`src/rtl/gai_pkg.sv`:
```
// Shared widths, constants, sequencer codes and lane control types of the gyro angle integrator.
package gai_pkg;

  localparam int RAW_W  = 16;   // raw gyro sample
  localparam int TICK_W = 16;   // elapsed timer ticks
  localparam int FS_W   = 11;   // full scale, deg/s
  localparam int DB_W   = 8;    // deadband, whole deg/s
  localparam int TP_W   = 32;   // tick period, Q0.32 seconds
  localparam int PROD_W = 26;   // |raw| * full scale
  localparam int SCL_W  = 28;   // signed scaled rate, Q16.16
  localparam int RATE_W = 29;   // signed corrected rate, Q16.16
  localparam int MAG_W  = 28;   // corrected rate magnitude
  localparam int M_W    = 44;   // magnitude * ticks
  localparam int PPL_W  = 48;   // low partial product
  localparam int PPH_W  = 60;   // high partial product
  localparam int SUM_W  = 76;   // full product plus rounding
  localparam int INC_W  = 45;   // signed angle increment
  localparam int ANGX_W = 25;
  localparam int ANGY_W = 32;
  localparam int ANGZ_W = 25;
  localparam int ACC_W  = 46;   // angle plus increment
  localparam int AXES   = 3;

  localparam int CFG_IDX_W = 2;

  localparam logic [FS_W-1:0] FS_RESET = 11'd2000;
  localparam logic [DB_W-1:0] DB_RESET = 8'd5;
  localparam logic [TP_W-1:0] TP_RESET = 32'd4295;

  // Divide by 32767 with rounding to nearest
  localparam logic [15:0] DIV_K   = 16'd32767;
  localparam logic [27:0] ROUND_K = 28'd16383;
  localparam logic [SUM_W-1:0] HALF_Q32 = SUM_W'(64'h8000_0000);

  localparam logic signed [ANGX_W-1:0] ANG_X_LIM = 25'sd11796480;  // 180 deg
  localparam logic [ANGZ_W-1:0]        ANG_Z_LIM = 25'd23592960;   // 360 deg

  typedef enum logic [CFG_IDX_W-1:0] {
    CFG_FULL_SCALE = 2'd0,
    CFG_DEADBAND   = 2'd1,
    CFG_TICK_PER   = 2'd2
  } cfg_idx_t;

  typedef enum logic [8:0] {
    ST_IDLE  = 9'b000000001,
    ST_MULFS = 9'b000000010,
    ST_SCALE = 9'b000000100,
    ST_RATE  = 9'b000001000,
    ST_MULT  = 9'b000010000,
    ST_PPLO  = 9'b000100000,
    ST_PPHI  = 9'b001000000,
    ST_INC   = 9'b010000000,
    ST_DONE  = 9'b100000000
  } state_t;

  // Step enables from the sequencer to every lane
  typedef struct packed {
    logic load;
    logic mul_fs;
    logic scale;
    logic cap;
    logic rate;
    logic mul_t;
    logic pp_lo;
    logic pp_hi;
    logic inc;
  } lane_ctl_t;

  // What one lane hands to the merging stage
  typedef struct packed {
    logic signed [RATE_W-1:0] rate;
    logic signed [INC_W-1:0]  inc;
  } lane_res_t;

endpackage

```
`src/rtl/gai_lane.sv`:
```
// One axis lane: scale, bias removal, deadband and angle increment over sequenced steps.
module gai_lane
  import gai_pkg::*;
(
  input  logic                     clk,
  input  lane_ctl_t                ctl,
  input  logic signed [RAW_W-1:0]  raw,
  input  logic [TICK_W-1:0]        ticks,
  input  logic [FS_W-1:0]          full_scale,
  input  logic [DB_W-1:0]          deadband,
  input  logic [TP_W-1:0]          tick_period,
  output lane_res_t                res
);

  logic signed [RAW_W-1:0]  raw_r;
  logic [PROD_W-1:0]        prod_r;
  logic                     neg_r;
  logic signed [SCL_W-1:0]  scaled_r, scaled_nxt;
  logic signed [SCL_W-1:0]  bias_r;
  logic signed [RATE_W-1:0] rate_r;
  logic [MAG_W-1:0]         rmag_r;
  logic                     rneg_r;
  logic [M_W-1:0]           m_r;
  logic [PPL_W-1:0]         pl_r;
  logic [PPH_W-1:0]         ph_r;
  logic signed [INC_W-1:0]  inc_r;

  logic [RAW_W-1:0]        raw_mag;
  logic [RAW_W+FS_W-1:0]   prod_full;
  logic [PROD_W:0]         p2;
  logic [27:0]             mm;
  logic [12:0]             hi;
  logic [14:0]             lo;
  logic [15:0]             hl;
  logic [PROD_W:0]         qs;
  logic [SCL_W-1:0]        sq;
  logic signed [RATE_W-1:0] diff;
  logic [RATE_W-1:0]       dmag;
  logic [23:0]             band;
  logic                    zero_rate;
  logic [27:0]             mop;
  logic [PPH_W-1:0]        pprod;
  logic [SUM_W-1:0]        sum;
  logic [INC_W-1:0]        qi;

  // Scale: |raw| * fs * 65536 / 32767, using 2^15 = 1 modulo 32767
  assign raw_mag   = raw_r[RAW_W-1] ? RAW_W'(-raw_r) : RAW_W'(raw_r);
  assign prod_full = raw_mag * full_scale;
  assign p2        = {prod_r, 1'b0};
  assign mm        = 28'(p2) + ROUND_K;
  assign hi        = mm[27:15];
  assign lo        = mm[14:0];
  assign hl        = 16'(hi) + 16'(lo);
  assign qs        = p2 + (PROD_W+1)'(hi) + (PROD_W+1)'(hl >= DIV_K);
  assign sq        = {1'b0, qs};
  assign scaled_nxt = neg_r ? $signed(-sq) : $signed(sq);

  // Bias removal and deadband
  assign diff      = RATE_W'(scaled_r) - RATE_W'(bias_r);
  assign dmag      = diff[RATE_W-1] ? RATE_W'(-diff) : RATE_W'(diff);
  assign band      = {deadband, 16'b0};
  assign zero_rate = dmag < RATE_W'(band);

  // Shared multiplier for the two halves of m * period
  assign mop   = ctl.pp_hi ? m_r[M_W-1:16] : {12'b0, m_r[15:0]};
  assign pprod = mop * tick_period;

  // Round the Q0.32 product to nearest, halves away from zero
  assign sum = {ph_r, 16'b0} + SUM_W'(pl_r) + HALF_Q32;
  assign qi  = {1'b0, sum[SUM_W-1:32]};

  always_ff @(posedge clk) begin
    if (ctl.load) begin
      raw_r <= raw;
    end
    if (ctl.mul_fs) begin
      prod_r <= prod_full[PROD_W-1:0];
      neg_r  <= raw_r[RAW_W-1];
    end
    if (ctl.scale) begin
      scaled_r <= scaled_nxt;
    end
    if (ctl.cap) begin
      bias_r <= scaled_nxt;
    end
    if (ctl.rate) begin
      rate_r <= zero_rate ? '0 : diff;
      rmag_r <= zero_rate ? '0 : dmag[MAG_W-1:0];
      rneg_r <= diff[RATE_W-1];
    end
    if (ctl.mul_t) begin
      m_r <= rmag_r * ticks;
    end
    if (ctl.pp_lo) begin
      pl_r <= pprod[PPL_W-1:0];
    end
    if (ctl.pp_hi) begin
      ph_r <= pprod;
    end
    if (ctl.inc) begin
      inc_r <= rneg_r ? $signed(-qi) : $signed(qi);
    end
  end

  assign res.rate = rate_r;
  assign res.inc  = inc_r;

endmodule

```
`config.mk`:
```
export PLATFORM = sky130hd
export DESIGN_NAME = gai_lane
export DESIGN_NICKNAME = d
export VERILOG_FILES = /design/src/rtl/gai_pkg.sv /design/src/rtl/gai_lane.sv
export SDC_FILE = /design/constraint.sdc
export NUM_CORES = 2
export LEC_CHECK = 0
export BUFFER_PORTS_ARGS = -buffer_cell sky130_fd_sc_hd__buf_4
export CELL_PAD_IN_SITES_DETAIL_PLACEMENT = 0
export CELL_PAD_IN_SITES_GLOBAL_PLACEMENT = 2
export CORE_UTILIZATION = 39
export CTS_CLUSTER_DIAMETER = 120
export CTS_CLUSTER_SIZE = 40
export DETAILED_ROUTE_END_ITERATION = 8
export PLACE_DENSITY_LB_ADDON = 0.1
export SYNTH_ARGS = -nofsm -noshare
export SYNTH_HDL_FRONTEND = slang
export SYNTH_SLANG_ARGS = --single-unit
```
`constraint.sdc`:
```
create_clock -name clk -period 9 [get_ports clk]
set_input_delay 1.35 -clock clk [delete_from_list [all_inputs] [get_ports clk]]
set_output_delay 1.35 -clock clk [all_outputs]
set_load 0.005 [all_outputs]
```
* Yosys cells after proc, flatten, opt, wreduce, memory -nomap -nowiden *
Cells that the tools add are included.

cells by class
  muxes and demuxes = 5
  add/subtract/negate cells = 11
  $mul = 3
  magnitude comparators = 2

operators by type and width
  cell                                                                                   number
  76-bit by 32-bit adder with 76-bit output, second input constant                       1
  76-bit by 48-bit adder with 76-bit output                                              1
  28-bit by 32-bit multiplier with 60-bit output                                         1
  28-bit 2-to-1 mux                                                                      2
  44-bit negation with 45-bit output                                                     1
  28-bit by 16-bit multiplier with 44-bit output                                         1
  44-bit 2-to-1 mux                                                                      1
  29-bit by 24-bit < comparator with 1-bit output                                        1
  29-bit 2-to-1 mux                                                                      1
  29-bit negation                                                                        1
  28-bit by 28-bit subtractor with 29-bit output                                         1
  27-bit by 14-bit adder with 28-bit output, second input constant                       1
  27-bit negation with 28-bit output                                                     1
  27-bit by 1-bit adder with 27-bit output                                               1
  27-bit by 13-bit adder with 27-bit output                                              1
  16-bit by 11-bit multiplier with 26-bit output                                         1
  13-bit by 15-bit adder with 16-bit output                                              1
  16-bit by 15-bit greater-or-equal comparator with 1-bit output, second input constant  1
  16-bit 2-to-1 mux                                                                      1
  16-bit negation                                                                        1

word-level totals
  output and inout port bits = 74
  flip-flop bits (word level) = 354
  input port bits = 93

* Logic depth before layout (Yosys ltp) *
  depth after elaboration = 6
  gate-level depth with buffers = 35
  depth with buffers taken out = 35

* Worst setup path before layout *
No wires, ideal clock.

  kind = input port to flip-flop
  start point = in ctl[1] in the netlist's numbering
  end point = reg ph_r[58] (data pin)
  required time = 8738 ps
  cell stages on the path = 32
  slack = -360 ps
  arrival = 9099 ps
  buffers on the path = 3
  cells stage by stage = clkbuf_1 > buf_1 > mux2_2 > clkbuf_1 > nand2_1 > fa_1 > inv_1 > fa_1 > inv_1 > fa_1 > inv_1 > fa_1 > inv_1 > fa_1 > inv_1 > fa_1 > inv_1 > fa_1 > inv_1 > ha_1 > nand2_1 > or3_1 > a2111oi_0 > nor2_1 > o2111ai_1 > a21oi_1 > a31oi_1 > a221o_1 > nand3_1 > a211oi_1 > a211oi_1 > xnor2_1

on the way
  longest elaborated chain between the ends = 2

ends and longest elaborated chain
  element                                         RTL line        RTL
  start, declared                                 gai_lane.sv:6   input lane_ctl_t ctl,
  28-bit 2-to-1 mux                               gai_lane.sv:65  assign mop = ctl.pp_hi ? m_r[M_W-1:16] : {12'b0, m_r[15:0]};
  28-bit by 32-bit multiplier with 60-bit output  gai_lane.sv:66  assign pprod = mop * tick_period;
  named net pprod[58]                             gai_lane.sv:42  logic [PPH_W-1:0] pprod;
  end signal, assigned                            gai_lane.sv:98  ph_r <= pprod;
  end, declared                                   gai_lane.sv:25  logic [PPH_W-1:0] ph_r;

The timed path passes the listed nets, and every way through them passes these cells.
A chain may end at the register's enable or synchronous reset.

* Worst setup path after layout *
Same ends and word-level chain as after synthesis.

==> results.cfg <==
[status]
status = completed

[setup_path]
critPathLaunchType = primary input
setup.worst_path.class = in2reg
crit_path_end_kind = flip-flop
critical-path-top-delay-family = adder cells
max_stage_delay_ps = 600
cp_num_buf_inv = 5
required_ps = 9340
crit_path_frequent_cell = fa_1
critical_path.max_fanout = 30
critPathArrivalTime_ps = 9090
slowest_stage = mux2_2

[yosys]
ys_ff_latch = 337
synth_compound_area_share_pct = 6.69
seq_area_frac_synth_pct = 15.3
synth.distinct_cells = 95
post_synth_and_or_nand_nor_area_fraction_pct = 15.4
synth_adder_area_share_pct = 48.1
postSynthCellCount = 7050
synth-main-ff-cell = edfxtp_1
avgSynthCellArea_um2 = 9.40
synth_top_family_by_area = adder cells
yosysWarnings = 0
netlist_area_mm2 = 0.0663
post_synth_xor_area_fraction_pct = 4.45
synthArstFlopShare_pct = 0
synthMuxAreaShare_pct = 0.349
synth_fp_nets = 8928
synth-edff-count = 337

[timing]
worst_pin_slew_ps = 1370
worst_slack_ps = 256
grt_setup_unrepaired = false
fmax_ghz = 0.114
finalMaxSlewViolations = 0
hold_ws_ps = 682
fin_crit_ps = 8740
setup_viol = 0
fin_crit_sh_pct = 97.2
finClkSkew_ps = 70.6
slew_headroom_pct = 8.28
hold_viol_final = 0

[placed_design]
io_buffers = 166
place_area_mm2 = 0.0716
place.gp.congestion = 0.892
dpl.cell_count = 9405
post-place-ws_ps = -667
dpl.hpwl_mm = 169

[global_route]
use_met2_pct = 43.4
grt_pass1_vias = 51400
grt_pass1_wl_mm = 314
met3_usage_pct = 2.07
antenna_found_initial = 5
gr-usage-met1_pct = 30.6
grt_overflow = 0
top_usage_layer = met2
grtUsageTotal_pct = 23.9
grt_max_degree = 63

[layout]
final_common_cell = inv_1
final_cell_mix = inv_1, nand2_1, fa_1
layout-drive-gt1-share_pct = 8.95
nets = 9101
area_delta_synth_final_pct = 9.63
fin_cells = 9446
design_area_mm2 = 0.0726

[hold_path]
hold_class = reg2reg

[die]
num_rows = 150
pin_count = 167
start_util_pct = 39.4
die_height_um = 414
fp.dieW_um = 414
design.core.area_mm2 = 0.168
die_area_mm2 = 0.172

[route]
postRouteWirelength_mm = 204
drtPass1Iterations = 8
avgViaCountPerCell = 5.10
drc_errors = 0
vias = 48200
wire_per_inst_um = 21.5
ant_nets = 0
drtIter0Drc = 2618

[cts]
cts_inserted_buffers = 20
cts.sinks = 337
postCtsSetupRepairBufs = 0
clkSlewWorstSetupHoldPaths_ps = 130
insertion_delay_ps = 640
htree_levels = 1
clock_tree.buffer_depth = 3
clock-root-buffer = clkbuf_16
ctsHoldBuffers = 0
cts_tree = yes

[flow_run]
max_cap_violations = 0
==> synth_stat cells (104+ instances only) <==
cell | count | area, um2
a21o_1 | 104 | 781
fa_1 | 1266 | 25300
inv_1 | 1360 | 5100
xnor2_1 | 238 | 2080
a21oi_1 | 187 | 936
o21ai_0 | 120 | 601
and2_1 | 305 | 1910
nand2_1 | 1272 | 4770
ha_1 | 519 | 6490
edfxtp_1 | 337 | 10100
and3_1 | 142 | 888
nor2_1 | 138 | 518
clkbuf_1 | 297 | 1110
==> flip-flops by register name, summed over array words and instances, names as in the netlist, 27 cells and up <==
name,count
ph_r,60
inc_r,45
m_r,44
pl_r,32
rate_r,29
bias_r,28
scaled_r,28
rmag_r,27
==> stage by stage <==
step                      util, %  TNS [ps]
after floorplan                 -         0
after global placement       42.7    -10480
after detailed placement     42.7    -11450
after CTS                    43.2         0
after global routing         43.2         0
final                        43.2         0
==> layer usage <==
layer	vias up	share of wire, %
li1	22100	-
met1	25100	42
met2	826	52
met3	200	3.3
met4	6	2.9
met5	-	0.016
==> layout make-up <==
class | count | area, um2
diodes | 5 | 12.5
well taps | 2204 | 2760
fillers | 16800 | 95300
flip-flops and latches | 337 | 10100
inverters | 1361 | 5110
clock buffers | 21 | 526
clock inverters | 15 | 388
multi-input cells | 5000 | 49700
repair buffers | 503 | 3990
==> kinds of logic (layout without fill, tap and decap cells) <==
kind of cell               count (synthesis)  count (layout)
and+or+nand+nor                         2200            2200
adders and majority gates               1785            1785
buffers and inverters                   1713            1900
AOI/OAI and AO/OA                        662             662
DFF                                      337             337
xor gates and xnor gates                 332             332
muxes                                     21              21
other                                      0               5
==> final timing paths <==
kind                            startpoint        end  slack [ps]  cells after the start
worst max-delay path                ctl[1]   ph_r[58]         260                     27
worst min-delay path              ph_r[39]  inc_r[23]         680                      1
worst max register to register     m_r[25]   ph_r[58]         650                     26
worst min register to register    ph_r[39]  inc_r[23]         680                      1
==> repair_timing <==
action	4_1_cts	5_1_grt
setup endpoints to repair	1	29
pin swaps	0	1
resized for setup	1	16
Power is not shown: default switching activity piles up to over one toggle a cycle in this logic, so the estimate is an artifact.
