[src/rtl/gai_pkg.sv]
// Shared widths, constants, sequencer codes and lane control types of the gyro angle integrator.
package gai_pkg;

  localparam int RAW_W  = 16;   // raw gyro sample
  localparam int TICK_W = 16;   // elapsed timer ticks
  localparam int FS_W   = 11;   // full scale, deg/s
  localparam int DB_W   = 8;    // deadband, whole deg/s
  localparam int TP_W   = 32;   // tick period, Q0.32 seconds
  localparam int PROD_W = 26;   // |raw| * full scale
  localparam int SCL_W  = 28;   // signed scaled rate, Q16.16
  localparam int RATE_W = 29;   // signed corrected rate, Q16.16
  localparam int MAG_W  = 28;   // corrected rate magnitude
  localparam int M_W    = 44;   // magnitude * ticks
  localparam int PPL_W  = 48;   // low partial product
  localparam int PPH_W  = 60;   // high partial product
  localparam int SUM_W  = 76;   // full product plus rounding
  localparam int INC_W  = 45;   // signed angle increment
  localparam int ANGX_W = 25;
  localparam int ANGY_W = 32;
  localparam int ANGZ_W = 25;
  localparam int ACC_W  = 46;   // angle plus increment
  localparam int AXES   = 3;

  localparam int CFG_IDX_W = 2;

  localparam logic [FS_W-1:0] FS_RESET = 11'd2000;
  localparam logic [DB_W-1:0] DB_RESET = 8'd5;
  localparam logic [TP_W-1:0] TP_RESET = 32'd4295;

  // Divide by 32767 with rounding to nearest
  localparam logic [15:0] DIV_K   = 16'd32767;
  localparam logic [27:0] ROUND_K = 28'd16383;
  localparam logic [SUM_W-1:0] HALF_Q32 = SUM_W'(64'h8000_0000);

  localparam logic signed [ANGX_W-1:0] ANG_X_LIM = 25'sd11796480;  // 180 deg
  localparam logic [ANGZ_W-1:0]        ANG_Z_LIM = 25'd23592960;   // 360 deg

  typedef enum logic [CFG_IDX_W-1:0] {
    CFG_FULL_SCALE = 2'd0,
    CFG_DEADBAND   = 2'd1,
    CFG_TICK_PER   = 2'd2
  } cfg_idx_t;

  typedef enum logic [8:0] {
    ST_IDLE  = 9'b000000001,
    ST_MULFS = 9'b000000010,
    ST_SCALE = 9'b000000100,
    ST_RATE  = 9'b000001000,
    ST_MULT  = 9'b000010000,
    ST_PPLO  = 9'b000100000,
    ST_PPHI  = 9'b001000000,
    ST_INC   = 9'b010000000,
    ST_DONE  = 9'b100000000
  } state_t;

  // Step enables from the sequencer to every lane
  typedef struct packed {
    logic load;
    logic mul_fs;
    logic scale;
    logic cap;
    logic rate;
    logic mul_t;
    logic pp_lo;
    logic pp_hi;
    logic inc;
  } lane_ctl_t;

  // What one lane hands to the merging stage
  typedef struct packed {
    logic signed [RATE_W-1:0] rate;
    logic signed [INC_W-1:0]  inc;
  } lane_res_t;

endpackage

[src/rtl/gai_merge.sv]
// Merging stage: angle accumulators with per-axis wrap or clamp, and the result register.
module gai_merge
  import gai_pkg::*;
(
  input  logic                      clk,
  input  logic                      rst_n,
  input  logic                      commit,
  input  lane_res_t                 res [AXES],
  input  logic                      take,
  output logic                      free,
  output logic                      valid,
  output logic signed [RATE_W-1:0]  rate_o [AXES],
  output logic signed [ANGX_W-1:0]  angle_x,
  output logic signed [ANGY_W-1:0]  angle_y,
  output logic [ANGZ_W-1:0]         angle_z
);

  localparam logic signed [ACC_W-1:0] X_HI = ACC_W'(ANG_X_LIM);
  localparam logic signed [ACC_W-1:0] X_LO = -X_HI;
  localparam logic signed [ACC_W-1:0] Z_HI = ACC_W'(ANG_Z_LIM);
  localparam logic signed [ACC_W-1:0] Y_HI = ACC_W'(64'sd2147483647);
  localparam logic signed [ACC_W-1:0] Y_LO = -Y_HI;

  logic signed [ANGX_W-1:0] angx_r, angx_nxt;
  logic signed [ANGY_W-1:0] angy_r, angy_nxt;
  logic [ANGZ_W-1:0]        angz_r, angz_nxt;
  logic                     valid_r;
  logic signed [RATE_W-1:0] rate_r [AXES];

  logic signed [ACC_W-1:0] ax, ay, az;

  assign ax = ACC_W'(angx_r) + ACC_W'(res[0].inc);
  assign ay = ACC_W'(angy_r) + ACC_W'(res[1].inc);
  assign az = $signed(ACC_W'(angz_r)) + ACC_W'(res[2].inc);

  always_comb begin
    // X jumps to the opposite end
    if (ax > X_HI) begin
      angx_nxt = -ANG_X_LIM;
    end else if (ax < X_LO) begin
      angx_nxt = ANG_X_LIM;
    end else begin
      angx_nxt = ax[ANGX_W-1:0];
    end
    // Y clamps
    if (ay > Y_HI) begin
      angy_nxt = Y_HI[ANGY_W-1:0];
    end else if (ay < Y_LO) begin
      angy_nxt = Y_LO[ANGY_W-1:0];
    end else begin
      angy_nxt = ay[ANGY_W-1:0];
    end
    // Z wraps within one turn
    if (az > Z_HI) begin
      angz_nxt = '0;
    end else if (az < 0) begin
      angz_nxt = ANG_Z_LIM;
    end else begin
      angz_nxt = az[ANGZ_W-1:0];
    end
  end

  always_ff @(posedge clk) begin
    if (!rst_n) begin
      angx_r  <= '0;
      angy_r  <= '0;
      angz_r  <= '0;
      valid_r <= 1'b0;
    end else if (commit) begin
      angx_r  <= angx_nxt;
      angy_r  <= angy_nxt;
      angz_r  <= angz_nxt;
      valid_r <= 1'b1;
    end else if (take) begin
      valid_r <= 1'b0;
    end
  end

  always_ff @(posedge clk) begin
    if (commit) begin
      for (int i = 0; i < AXES; i++) begin
        rate_r[i] <= res[i].rate;
      end
    end
  end

  assign free    = !valid_r || take;
  assign valid   = valid_r;
  assign rate_o  = rate_r;
  assign angle_x = angx_r;
  assign angle_y = angy_r;
  assign angle_z = angz_r;

endmodule

[config.mk]
export PLATFORM = sky130hd
export DESIGN_NAME = gai_merge
export DESIGN_NICKNAME = d
export VERILOG_FILES = /design/src/rtl/gai_pkg.sv /design/src/rtl/gai_merge.sv
export SDC_FILE = /design/constraint.sdc
export NUM_CORES = 1
export LEC_CHECK = 0
export BUFFER_PORTS_ARGS = -buffer_cell sky130_fd_sc_hd__buf_2
export CORE_UTILIZATION = 40
export CTS_CLUSTER_SIZE = 28
export DETAILED_ROUTE_END_ITERATION = 12
export PLACE_DENSITY = 0.65
export SYNTH_ARGS = -nofsm -noshare
export SYNTH_HDL_FRONTEND = slang
export SYNTH_SLANG_ARGS = --single-unit
[constraint.sdc]
create_clock -name clk -period 6.03 [get_ports clk]
set_clock_uncertainty 0.05 [all_clocks]
set_input_delay 0.603 -clock clk [delete_from_list [all_inputs] [get_ports clk]]
set_output_delay 0.603 -clock clk [all_outputs]
set_load 0.005 [all_outputs]
==> Word-level counts from Yosys, hierarchy flattened <==
Index checks and enable logic that the tools add are counted.
{ "totals": {"elab_cells": 27, "in_bits": 226, "ff_bits": 170} }
{ "classes": {"mux": 8, "magnitude_cmp": 6, "addsub": 3, "reduce_logical": 3} }
{ "ops": {"columns": ["cell", "count"], "rows": [
  ["25-bit two-way mux", 4],
  ["32-bit two-way mux", 2],
  ["25-bit by 45-bit adder with 46-bit output", 1],
  ["26-bit by 45-bit adder with 46-bit output", 1],
  ["32-bit by 45-bit adder with 46-bit output", 1],
  ["46-bit by 25-bit greater-than comparator with 1-bit output, second input constant", 1],
  ["46-bit by 26-bit greater-than comparator with 1-bit output, second input constant", 1],
  ["46-bit by 32-bit greater-than comparator with 1-bit output, second input constant", 1],
  ["46-bit by 1-bit less-than comparator with 1-bit output, second input constant", 1],
  ["46-bit by 25-bit less-than comparator with 1-bit output, second input constant", 1],
  ["46-bit by 32-bit less-than comparator with 1-bit output, second input constant", 1],
  ["1-bit two-way mux", 2],
  ["2-bit nonzero test", 1],
  ["1-bit logical NOT", 1],
  ["1-bit logical OR", 1]
]} }

==> Logic depth before layout (Yosys ltp) <==
Gate-level depths: netlist (run 1).
{ "logic_depth": {"ltp_word": 4, "mapped_depth": 16} }

==> Least setup slack after synthesis (run 1) <==
Ideal clock, no wire load.
{ "synth_path": {"path_type": "input port to flip-flop", "start": "input res[74] in the netlist's numbering", "end": "register angy_r[10], in the netlist angle_y[10]", "path_buffers": 1, "setup_ps": 128, "cell_stages": 16, "slack_ps": 1632, "arrival_ps": 4221, "path_cell_list": "ha_1 inv_1 fa_1 nand2b_1 a211oi_1 o21ai_0 a211oi_1 o211ai_1 o21ai_0 xor2_1 or4b_1 or4_1 o31a_1 buf_2 o22ai_1 nor2_1"} }
{ "synth_via": {"elab_chain_len": 4, "word_cells_on_any_way": 5, "cone_classes": "add/sub: 1; order compare: 2; mux: 2"} }
{ "synth_rtl": {"columns": ["element", "line_no", "text"], "rows": [
  ["from (decl)", "gai_merge.sv:8", "input lane_res_t res [AXES],"],
  ["32-bit by 45-bit adder with 46-bit output (*)", "gai_merge.sv:33", "assign ay = ACC_W'(angy_r) + ACC_W'(res[1].inc);"],
  ["46-bit by 32-bit less-than comparator with 1-bit output", "gai_merge.sv:48", "end else if (ay < Y_LO) begin"],
  ["32-bit two-way mux", "gai_merge.sv:48", null],
  ["32-bit two-way mux (*)", "gai_merge.sv:46", "if (ay > Y_HI) begin"],
  ["to (signal assigned)", "gai_merge.sv:71", "angy_r <= angy_nxt;"],
  ["to (decl)", "gai_merge.sv:25", "logic signed [ANGY_W-1:0] angy_r, angy_nxt;"]
]} }
Mark *: on every way between the ends. The rest lies on a longest branch, timed or not.
A chain may end at the register's enable or synchronous reset.

==> Worst setup path after layout (run 1) <==
{ "layout_path": {"start": "register angy_r[0], in the netlist angle_y[0]", "end": "register angy_r[18], in the netlist angle_y[18]"} }
{ "layout_via": {"elab_chain_len": 4, "word_cells_on_any_way": 5, "cone_classes": "add/sub: 1; order compare: 2; mux: 2"} }
{ "layout_rtl": {"columns": ["element", "line_no"], "rows": [
  ["32-bit by 45-bit adder with 46-bit output (*)", "gai_merge.sv:33"],
  ["46-bit by 32-bit less-than comparator with 1-bit output", "gai_merge.sv:48"],
  ["32-bit two-way mux", "gai_merge.sv:48"],
  ["32-bit two-way mux (*)", "gai_merge.sv:46"]
]} }
Marked as above.

==> results of run 1 <==
## cells by family after synthesis
kind of cell / after synthesis / share of synthesized area [%]
and+or+nand+nor: 572 / 20.6
buffers and inverters: 108 / 3.05
DFF: 170 / 31.0
AOI/OAI and AO/OA: 586 / 27.5
xor gates and xnor gates: 99 / 6.30
adders and majority gates: 118 / 10.9
muxes: 8 / 0.609
## power by group through the flow
stage	Clock (uW)	Combinational (uW)	Sequential (uW)
after global routing	1120	1530	1360
after detailed placement	0	1370	1380
after floorplan	0	901	1380
after global placement	0	1370	1380
final	1060	1390	1350
after CTS	1090	1380	1350
## worst max path at each step
stage | startpoint | slack (ns) | to | cells past startpoint
after floorplan | res[74] | 1.63 | angle_y[10]$_SDFFE_PN0P_ | 16
after global placement | res[74] | 0.88 | angle_y[10]$_SDFFE_PN0P_ | 17
after detailed placement | res[74] | 0.73 | angle_y[30]$_SDFFE_PN0P_ | 17
after CTS | angle_y[0]$_SDFFE_PN0P_ | 0.98 | angle_y[18]$_SDFFE_PN0P_ | 16
after global routing | angle_y[0]$_SDFFE_PN0P_ | 0.61 | angle_y[16]$_SDFFE_PN0P_ | 16
final | angle_y[0]$_SDFFE_PN0P_ | 0.91 | angle_y[18]$_SDFFE_PN0P_ | 16
## synthesized netlist by cell type, types with 11 or more instances
cell type | n | area share [%]
xor2_1 | 38 | 2.4
o21bai_1 | 11 | 0.60
clkbuf_1 | 57 | 1.6
nand4_1 | 50 | 2.3
a21oi_1 | 157 | 5.7
o211ai_1 | 25 | 1.4
nor4_1 | 12 | 0.55
buf_2 | 12 | 0.44
nor3_1 | 47 | 1.7
o21a_1 | 23 | 1.3
o21ai_1 | 20 | 0.73
a31oi_1 | 18 | 0.82
o21ai_0 | 113 | 4.1
and3_1 | 19 | 0.86
dfxtp_1 | 83 | 12
nor2_1 | 145 | 4.0
a211oi_1 | 22 | 1.2
or4_1 | 12 | 0.65
inv_1 | 38 | 1.0
nand2_1 | 152 | 4.1
o22ai_1 | 31 | 1.4
nand3_1 | 33 | 1.2
a21o_1 | 49 | 2.7
xnor2_1 | 61 | 3.9
and2_1 | 17 | 0.77
ha_1 | 115 | 10
nand2b_1 | 18 | 0.82
edfxtp_1 | 87 | 19
or3_1 | 12 | 0.55
a22o_1 | 15 | 0.95
## area by class of cell
type | instances | area, um^2
multi-input combinational | 1383 | 9080
timing repair buffer | 403 | 2040
clock inverter | 11 | 115
tap | 448 | 561
inverter | 39 | 146
fill | 3377 | 17000
sequential | 170 | 4270
clock buffer | 20 | 437
antenna | 10 | 25.0
## per-stage QoR
stage,instances,total power [uW],setup WS (ns)
final,2484,3810,0.906
after global routing,2481,4010,0.606
after detailed placement,2443,2740,0.730
after floorplan,1661,2280,1.63
after CTS,2474,3820,0.978
after global placement,2443,2750,0.875
## state kept, by name (all words and copies together), names as in the netlist
register  flops
angle_x      25
angle_y      32
angle_z      25
valid         1
rate_o       87
## worst register-to-register path, stage by stage, from the launching register on
cell and delay [ns]:
dfxtp_1 0.42, ha_1 0.27, inv_1 0.08, fa_1 0.40, nand2b_1 0.18, a211oi_1 0.42
o21ai_0 0.24, a211oi_1 0.46, o211ai_1 0.24, o21ai_0 0.38, xor2_1 0.16, or4b_1 0.53
or4_1 0.40, o31a_1 0.28, buf_4 0.25, o22ai_1 0.19, nor2_1 0.05
## metal layers
| metal | global-route usage (%) | wire, um |
|---|---|---|
| met5 | 0 | 0 |
| met4 | 12.1 | 1920 |
| met3 | 4.83 | 3220 |
| met2 | 49.5 | 25500 |
| met1 | 33.2 | 20500 |
## cell usage in the layout, fill, tap and decap left out, types with 11 or more instances in the layout
cell type | Yosys | routed
buf_2 | 12 | 395
a21oi_1 | 157 | 157
nand2_1 | 152 | 152
nor2_1 | 145 | 145
ha_1 | 115 | 115
o21ai_0 | 113 | 113
edfxtp_1 | 87 | 87
dfxtp_1 | 83 | 83
xnor2_1 | 61 | 61
nand4_1 | 50 | 50
a21o_1 | 49 | 49
nor3_1 | 47 | 47
inv_1 | 38 | 38
xor2_1 | 38 | 38
nand3_1 | 33 | 33
o22ai_1 | 31 | 31
o211ai_1 | 25 | 25
o21a_1 | 23 | 23
a211oi_1 | 22 | 22
o21ai_1 | 20 | 20
and3_1 | 19 | 19
nand2b_1 | 18 | 18
a31oi_1 | 18 | 18
and2_1 | 17 | 17
clkbuf_16 | 0 | 17
a22o_1 | 15 | 15
or4_1 | 12 | 12
or3_1 | 12 | 12
nor4_1 | 12 | 12
o21bai_1 | 11 | 11
==> impl_metrics.env, run 1 <==
export IMPL_status="completed"
export IMPL_clkLatencyLatePin_ns=0.44
export IMPL_cp_required_ns=6.30
export IMPL_synth_area_um2=13800
export IMPL_endpoint_kind="flip-flop"
export IMPL_firstDrtPassIters=7
export IMPL_worstPathBufferInverterCount=2
export IMPL_cts_hold_buf=0
export IMPL_drive_gt1_share_pct=22.7
export IMPL_power_share_clock_pct=27.9
export IMPL_async_reset_ff_share_pct=0
export IMPL_cts_buffers=17
export IMPL_p_switching_uw=1390
export IMPL_max_slew_margin_pct=36.0
export IMPL_ios=397
export IMPL_ctsResizeCount=0
export IMPL_utilization_pct=49.5
export IMPL_crit_family="compound AO/OA/AOI/OAI gates"
export IMPL_critPathArrivalTime_ns=5.39
export IMPL_r2r_start="angle_y[0]$_SDFFE_PN0P_"
export IMPL_synth_distinct_cells=85
export IMPL_max_freq_mhz=195
export IMPL_grt_max_degree=79
export IMPL_path_cells="ha_1 -> inv_1 -> fa_1 -> nand2b_1 -> a211oi_1 -> o21ai_0 -> a211oi_1 -> o211ai_1 -> o21ai_0 -> xor2_1 -> or4b_1 -> or4_1 -> o31a_1 -> buf_4 -> o22ai_1 -> nor2_1"
export IMPL_power_density_nw_per_um2=229
export IMPL_rsz0062_at_grt="no"
export IMPL_rows=67
export IMPL_maxCapViolations=0
export IMPL_clock_sinks=170
export IMPL_yosys_most_used_dff="edfxtp_1"
export IMPL_grt_pass1_wl_um=77300
export IMPL_cts_root_buf="clkbuf_16"
export IMPL_antenna_found_initial=10
export IMPL_slowest_stage="or4b_1"
export IMPL_synth_edf_count=87
export IMPL_finalMaxSlewViolations=0
export IMPL_grt_pass1_vias=13830
export IMPL_hold_start="res[197]"
export IMPL_clock_path_buffers=2
export IMPL_cts_max_level=4
export IMPL_via_per_inst=5.91
export IMPL_placed_cell_area_um2=16100
export IMPL_holdPathStages=1
export IMPL_internal_power_uw=2420
export IMPL_design_area_um2=16700
export IMPL_power_leakage_uw=0.00737
export IMPL_avgSynthCellArea_um2=8.29
export IMPL_slowest_delay_ns=0.53
export IMPL_cts_tree="built"
export IMPL_ys_warn_count=0
export IMPL_finalNetCount=2358
export IMPL_synth_seq_cells=170
export IMPL_coreArea_um2=33700
export IMPL_detail_route_antenna_nets=0
export IMPL_final_setup_tns_ns=0
export IMPL_tightestPinTransition_ns=0.960
export IMPL_setup_viol=0
export IMPL_drtIter0Drc=1049
export IMPL_r2r_slack_ns=0.91
export IMPL_reg2reg_to="angle_y[18]$_SDFFE_PN0P_"
export IMPL_cp_max_fo=30
export IMPL_dp_hpwl_um=41700
export IMPL_routabilityCongestion=0.972
export IMPL_portBuffers=396
export IMPL_pwr_share_seq_pct=35.5
export IMPL_cts_setup_buffers=0
export IMPL_power_frac_comb_pct=36.6
export IMPL_holdWs_ns=0.283
export IMPL_finalCritPeriodShare_pct=85.0
export IMPL_area_growth_syn_to_layout_pct=21.1
export IMPL_syn_inst=1661
export IMPL_wl_um=51200
export IMPL_start_util_pct=40.9
export IMPL_cp_start_kind="flip-flop"
export IMPL_hold_path_end="rate_o[62]$_DFFE_PP_"
export IMPL_finalHoldViolations=0
export IMPL_crit_type="reg -> reg"
export IMPL_min_period_ns=5.12
export IMPL_reg2reg_depth=16
export IMPL_yosysSeqAreaShare_pct=31.0
export IMPL_peakVddDrop_uv=230
export IMPL_die_w_um=188
export IMPL_hold_path_class="in -> reg"
export IMPL_dieArea_um2=35200
export IMPL_wl_per_cell_um=20.6
export IMPL_vias=14677
export IMPL_drc_errors=0
export IMPL_synth_nets=2005
export IMPL_clk_pin_slew_ns=0.08
export IMPL_die_h_um=188
export IMPL_grt_usage_pct=28.0
export IMPL_gr_total_overflow=0
export IMPL_switching_share_pct=36.4
Note: power is estimated with default switching activity, not from simulation.
==> run 2: changes to the inputs <==
- ABC_AREA: unset -> 1
- PLACE_DENSITY: 0.65 -> 0.63
- clock period: 6.03 -> 5.3 ns (I/O delays scaled with it)
==> impl_metrics.env, run 2 <==
export IMPL_status="completed"
export IMPL_tightestPinTransition_ns=0.886
export IMPL_ios=397
export IMPL_cp_max_fo=23
export IMPL_clkLatencyLatePin_ns=0.49
export IMPL_grt_pass1_wl_um=98600
export IMPL_rsz0062_at_grt="no"
export IMPL_drc_errors=0
export IMPL_cts_max_level=4
export IMPL_fin_cells=3703
export IMPL_hold_path_class="in -> reg"
export IMPL_endpoint_kind="flip-flop"
export IMPL_mostFrequentLayoutCell="nand2_1"
export IMPL_synth_edf_count=87
export IMPL_synth_area_um2=16600
export IMPL_finalNetCount=3497
export IMPL_cts_buffers=17
export IMPL_clock_path_buffers=2
export IMPL_fillers=4435
export IMPL_cp_start_kind="flip-flop"
export IMPL_worst_slack_ns=1.28
export IMPL_min_period_ns=4.02
export IMPL_ctsResizeCount=0
export IMPL_dp_cells=3666
export IMPL_drtIter0Drc=1383
export IMPL_finalCritPeriodShare_pct=75.9
export IMPL_synth_nets=3111
export IMPL_wl_um=66400
export IMPL_async_reset_ff_share_pct=0
export IMPL_gr_total_overflow=0
export IMPL_cts_tree="built"
export IMPL_die_w_um=206
export IMPL_largest_reg_flops=87
export IMPL_clk_pin_slew_ns=0.08
export IMPL_peakVddDrop_uv=243
export IMPL_synth_top_area_share_pct=22.9
export IMPL_slowest_delay_ns=0.90
export IMPL_routabilityCongestion=1.02
export IMPL_dieArea_um2=42300
export IMPL_yosysSeqAreaShare_pct=25.7
export IMPL_cts_setup_buffers=0
export IMPL_firstDrtPassIters=5
export IMPL_syn_inst=2767
export IMPL_avgSynthCellArea_um2=6.00
export IMPL_setup_viol=0
export IMPL_synth_distinct_cells=47
export IMPL_dp_hpwl_um=55900
export IMPL_power_uw=5280
export IMPL_max_freq_mhz=249
export IMPL_cp_required_ns=5.62
export IMPL_max_slew_margin_pct=40.9
export IMPL_rows=74
export IMPL_critPathArrivalTime_ns=4.34
export IMPL_start_util_pct=40.6
export IMPL_antenna_found_initial=6
export IMPL_die_h_um=206
export IMPL_drive_gt1_share_pct=16.0
export IMPL_synthTopCellsByCount="1,012 x nand2_1, 427 x inv_1, 281 x nor2_1"
export IMPL_preCtsSetupSlack_ns=1.30
export IMPL_vias=18955
export IMPL_finalMaxSlewViolations=0
export IMPL_final_setup_tns_ns=0
export IMPL_utilization_pct=48.2
export IMPL_maxCapViolations=0
export IMPL_crit_type="reg -> reg"
export IMPL_power_density_nw_per_um2=268
export IMPL_cts_root_buf="clkbuf_16"
export IMPL_clock_sinks=170
export IMPL_power_leakage_uw=0.0108
export IMPL_area_growth_syn_to_layout_pct=18.9
export IMPL_grt_pass1_vias=17730
export IMPL_synthTopCellsByArea="nand2_1 23%, edfxtp_1 16%, dfxtp_1 10%"
export IMPL_grt_max_degree=83
export IMPL_portBuffers=396
export IMPL_yosysTopAreaCell="nand2_1"
export IMPL_detail_route_antenna_nets=0
export IMPL_path_cells="ha_1 -> nand2_1 -> inv_1 -> nand2_1 -> nand2_1 -> o21bai_1 -> a21oi_1 -> nand2_1 -> nand2_1 -> nand2_1 -> nor2_1 -> nand2_1 -> nor2_1 -> nand3_1 -> nand3_2 -> nand2_1 -> o21ai_0 -> inv_1"
export IMPL_wl_per_cell_um=17.9
export IMPL_ys_warn_count=0
export IMPL_grt_usage_pct=30.7
export IMPL_cpMostUsedCell="nand2_1"
export IMPL_finalHoldViolations=0
export IMPL_yosys_cell_count_top_type="nand2_1"
export IMPL_coreArea_um2=40900
export IMPL_slowest_stage="dfxtp_1"
export IMPL_yosys_most_used_dff="edfxtp_1"
export IMPL_cts_hold_buf=0
export IMPL_synth_seq_cells=170
export IMPL_final_cell_mix="1,012 x nand2_1, 427 x inv_1, 395 x buf_2"
export IMPL_via_per_inst=5.12
[run 2: final timing paths]
kind,slack (ns),depth (start not counted),end,from
min reg2reg,0.44,2,valid$_SDFFE_PN0P_,valid$_SDFFE_PN0P_
max,1.28,18,angle_x[19]$_SDFFE_PN0P_,angle_x[24]$_SDFFE_PN0P_
min,0.17,1,rate_o[59]$_DFFE_PP_,res[194]
max reg2reg,1.28,18,angle_x[19]$_SDFFE_PN0P_,angle_x[24]$_SDFFE_PN0P_
[run 2: metrics by stage]
stage | cell area, um^2 | hold slack (ns)
2_1_floorplan | 16600 | 0.426
3_3_place_gp | 19100 | 0.412
3_5_place_dp | 19100 | 0.424
6_report | 19700 | 0.168
5_1_grt | 19700 | 0.143
4_1_cts | 19700 | 0.132
[run 2: layout make-up]
class	instances	area, um^2	area share, %
clock buffer	17	425	2.15
multi-input combinational	2132	10500	53.2
tap	532	666	3.37
clock inverter	15	215	1.09
timing repair buffer	400	2020	10.2
inverter	432	1620	8.21
sequential	170	4270	21.7
antenna	5	12.5	0.0634
[run 2: worst max-delay path, delay by kind of cell, from the launching register on]
kind | cells | cell delay [ns]
buffers and inverters | 2 | 0.11
AO/OA/AOI/OAI | 3 | 0.73
flip-flops | 1 | 0.90
AND/OR/NAND/NOR | 12 | 1.63
adder cells (fa/ha/maj) | 1 | 0.48
[run 2: where the power goes]
part / leakage, uW / total, uW / internal, uW / switching [uW]
sequential: 0.00153 / 1600 / 1500 / 97.0
combinational: 0.00897 / 2310 / 757 / 1560
clock: 0.000309 / 1370 / 689 / 678
[run 2: layer usage]
layer | up-vias | track usage [%] | part of all wire (%) | wire length (um)
met2 | 648 | 51.5 | 47 | 31400
li1 | 9589 | - | - | -
met3 | 119 | 5.00 | 6.1 | 4030
met4 | 0 | 16.2 | 4.3 | 2870
met1 | 8599 | 37.5 | 42 | 28200
met5 | - | 0 | 0 | 0
[run 2: kinds of logic (layout without fill, tap and decap cells)]
group | Yosys count | in the layout | synth area share, %
and+or+nand+nor | 1638 | 1638 | 41.2
buffers and inverters | 465 | 864 | 11.0
AOI/OAI and AO/OA | 334 | 334 | 10.9
DFF | 170 | 170 | 25.7
adders and majority gates | 118 | 118 | 9.03
xor gates and xnor gates | 42 | 42 | 2.22
other | 0 | 5 | 0
==> run 3: changes to the inputs <==
- ABC_AREA: 1 -> 0
- PLACE_DENSITY: 0.63 -> 0.65
- clock period: 5.3 -> 3.8 ns (I/O delays scaled with it)
==> impl_metrics.env, run 3 (synthesis results as in run 1) <==
export IMPL_status="finished, violations left"
export IMPL_cts_tree="built"
export IMPL_cp_required_ns=4.13
export IMPL_drt_met1_wl_um=23700
export IMPL_clock_path_buffers=2
export IMPL_grt_pass1_wl_um=87200
export IMPL_cp_start_kind="flip-flop"
export IMPL_area_growth_syn_to_layout_pct=56.9
export IMPL_slowest_stage="or4_4"
export IMPL_wl_met3_um=2870
export IMPL_power_leakage_uw=0.0102
export IMPL_portBuffers=396
export IMPL_wl_um=57300
export IMPL_ios=397
export IMPL_cts_buffers=17
export IMPL_vias=16777
export IMPL_hold_path_class="in -> reg"
export IMPL_finalMaxSlewViolations=0
export IMPL_maxCapViolations=0
export IMPL_rows=67
export IMPL_dp_hpwl_um=46100
export IMPL_min_period_ns=4.02
export IMPL_coreArea_um2=33700
export IMPL_wl_per_cell_um=19.0
export IMPL_drc_errors=0
export IMPL_crit_type="reg -> reg"
export IMPL_drtIter0Drc=1026
export IMPL_mostFrequentLayoutCell="buf_4"
export IMPL_highest_layer="met4"
export IMPL_routabilityCongestion=1.01
export IMPL_worst_slack_ns=-0.218
export IMPL_gr_total_overflow=0
export IMPL_dr_wl_met2_um=28900
export IMPL_power_density_nw_per_um2=325
export IMPL_path_cells="ha_4 -> inv_2 -> fa_2 -> nand2b_4 -> a211oi_4 -> o211ai_1 -> a211o_1 -> and4_1 -> nor3_2 -> nand4_1 -> or4_1 -> or4_4 -> mux2i_4 -> and2_4 -> buf_12 -> a22o_1"
export IMPL_tightestPinTransition_ns=1.05
export IMPL_peakVddDrop_uv=314
export IMPL_slowest_delay_ns=0.46
export IMPL_violations="negative setup slack"
export IMPL_final_cell_mix="523 x buf_4, 395 x buf_2, 150 x nand2_1"
export IMPL_via_per_inst=5.57
export IMPL_critPathArrivalTime_ns=4.35
export IMPL_max_freq_mhz=249
export IMPL_grt_pass1_vias=16448
export IMPL_setup_viol=55
export IMPL_dieArea_um2=35200
export IMPL_die_h_um=188
export IMPL_finalCritPeriodShare_pct=106
export IMPL_cp_max_fo=5
export IMPL_finalHoldViolations=0
export IMPL_detail_route_antenna_nets=0
export IMPL_worstPathBufferInverterCount=2
export IMPL_grt_usage_pct=31.4
export IMPL_clock_sinks=170
export IMPL_start_util_pct=40.9
export IMPL_die_w_um=188
export IMPL_clkLatencyLatePin_ns=0.46
export IMPL_firstDrtPassIters=5
export IMPL_max_slew_margin_pct=29.6
export IMPL_rsz0062_at_grt="yes"
export IMPL_crit_family="simple AND/OR/NAND/NOR gates"
export IMPL_endpoint_kind="flip-flop"
export IMPL_antenna_found_initial=9
export IMPL_cts_max_level=4
export IMPL_cts_hold_buf=0
export IMPL_cts_root_buf="clkbuf_16"
export IMPL_grt_max_degree=73
export IMPL_largest_reg_flops=87
export IMPL_clk_pin_slew_ns=0.08
export IMPL_utilization_pct=64.1
export IMPL_drive_gt1_share_pct=44.1
export IMPL_power_uw=7030
export IMPL_finalNetCount=2887
[run 3: layout make-up]
cell class	count	area [um^2]
Clock inverter	13	111
Timing Repair Buffer	932	6120
Tap cell	448	561
Clock buffer	19	433
Multi-Input combinational cell	1383	9910
Fill cell	2979	12100
Sequential cell	170	4300
Antenna cell	10	25.0
Inverter	39	146
[run 3: metal layers]
metal	vias up	global-route usage, %
met4	0	12.9
met2	627	56.8
li1	8106	-
met1	7939	37.4
met5	-	0
met3	105	3.89
[run 3: report_power, final]
part           leakage [uW]  internal [uW]  switching [uW]
sequential          0.00154           2070            69.9
combinational       0.00839           1570            1640
clock              0.000258            854             821
total                0.0102           4490            2530
[run 3: repair_timing]
item / 4_1_cts / 5_1_grt
gates resized for setup: 83 / 102
endpoints found under the setup margin: 81 / 81
setup buffers: 19 / 12
gates cloned: 1 / 1
pin swaps: 27 / 56
[run 3: final timing paths]
| kind | start | endpoint | slack (ns) | cells after the start |
|---|---|---|---|---|
| worst min register to register | angle_z[23]$_SDFFE_PN0P_ | angle_z[23]$_SDFFE_PN0P_ | 0.44 | 2 |
| worst max-delay path | angle_x[0]$_SDFFE_PN0P_ | angle_x[0]$_SDFFE_PN0P_ | -0.22 | 16 |
| worst min-delay path | res[47] | rate_o[2]$_DFFE_PP_ | 0.04 | 1 |
| worst max register to register | angle_x[0]$_SDFFE_PN0P_ | angle_x[0]$_SDFFE_PN0P_ | -0.22 | 16 |
[run 3: stage by stage]
stage / TNS (ns) / hold WS [ns] / cell area (um^2) / instances / setup WS, ns
2_1_floorplan: -0.554 / 0.412 / 13900 / 1661 / -0.0386
3_5_place_dp: -38.51 / 0.412 / 20000 / 2939 / -0.565
4_1_cts: -10.73 / 0.0306 / 21100 / 2991 / -0.248
3_3_place_gp: -37.79 / 0.406 / 20000 / 2939 / -0.619
6_report: -9.68 / 0.0443 / 21600 / 3014 / -0.218
5_1_grt: -19.42 / 0.0311 / 21600 / 3013 / -0.380
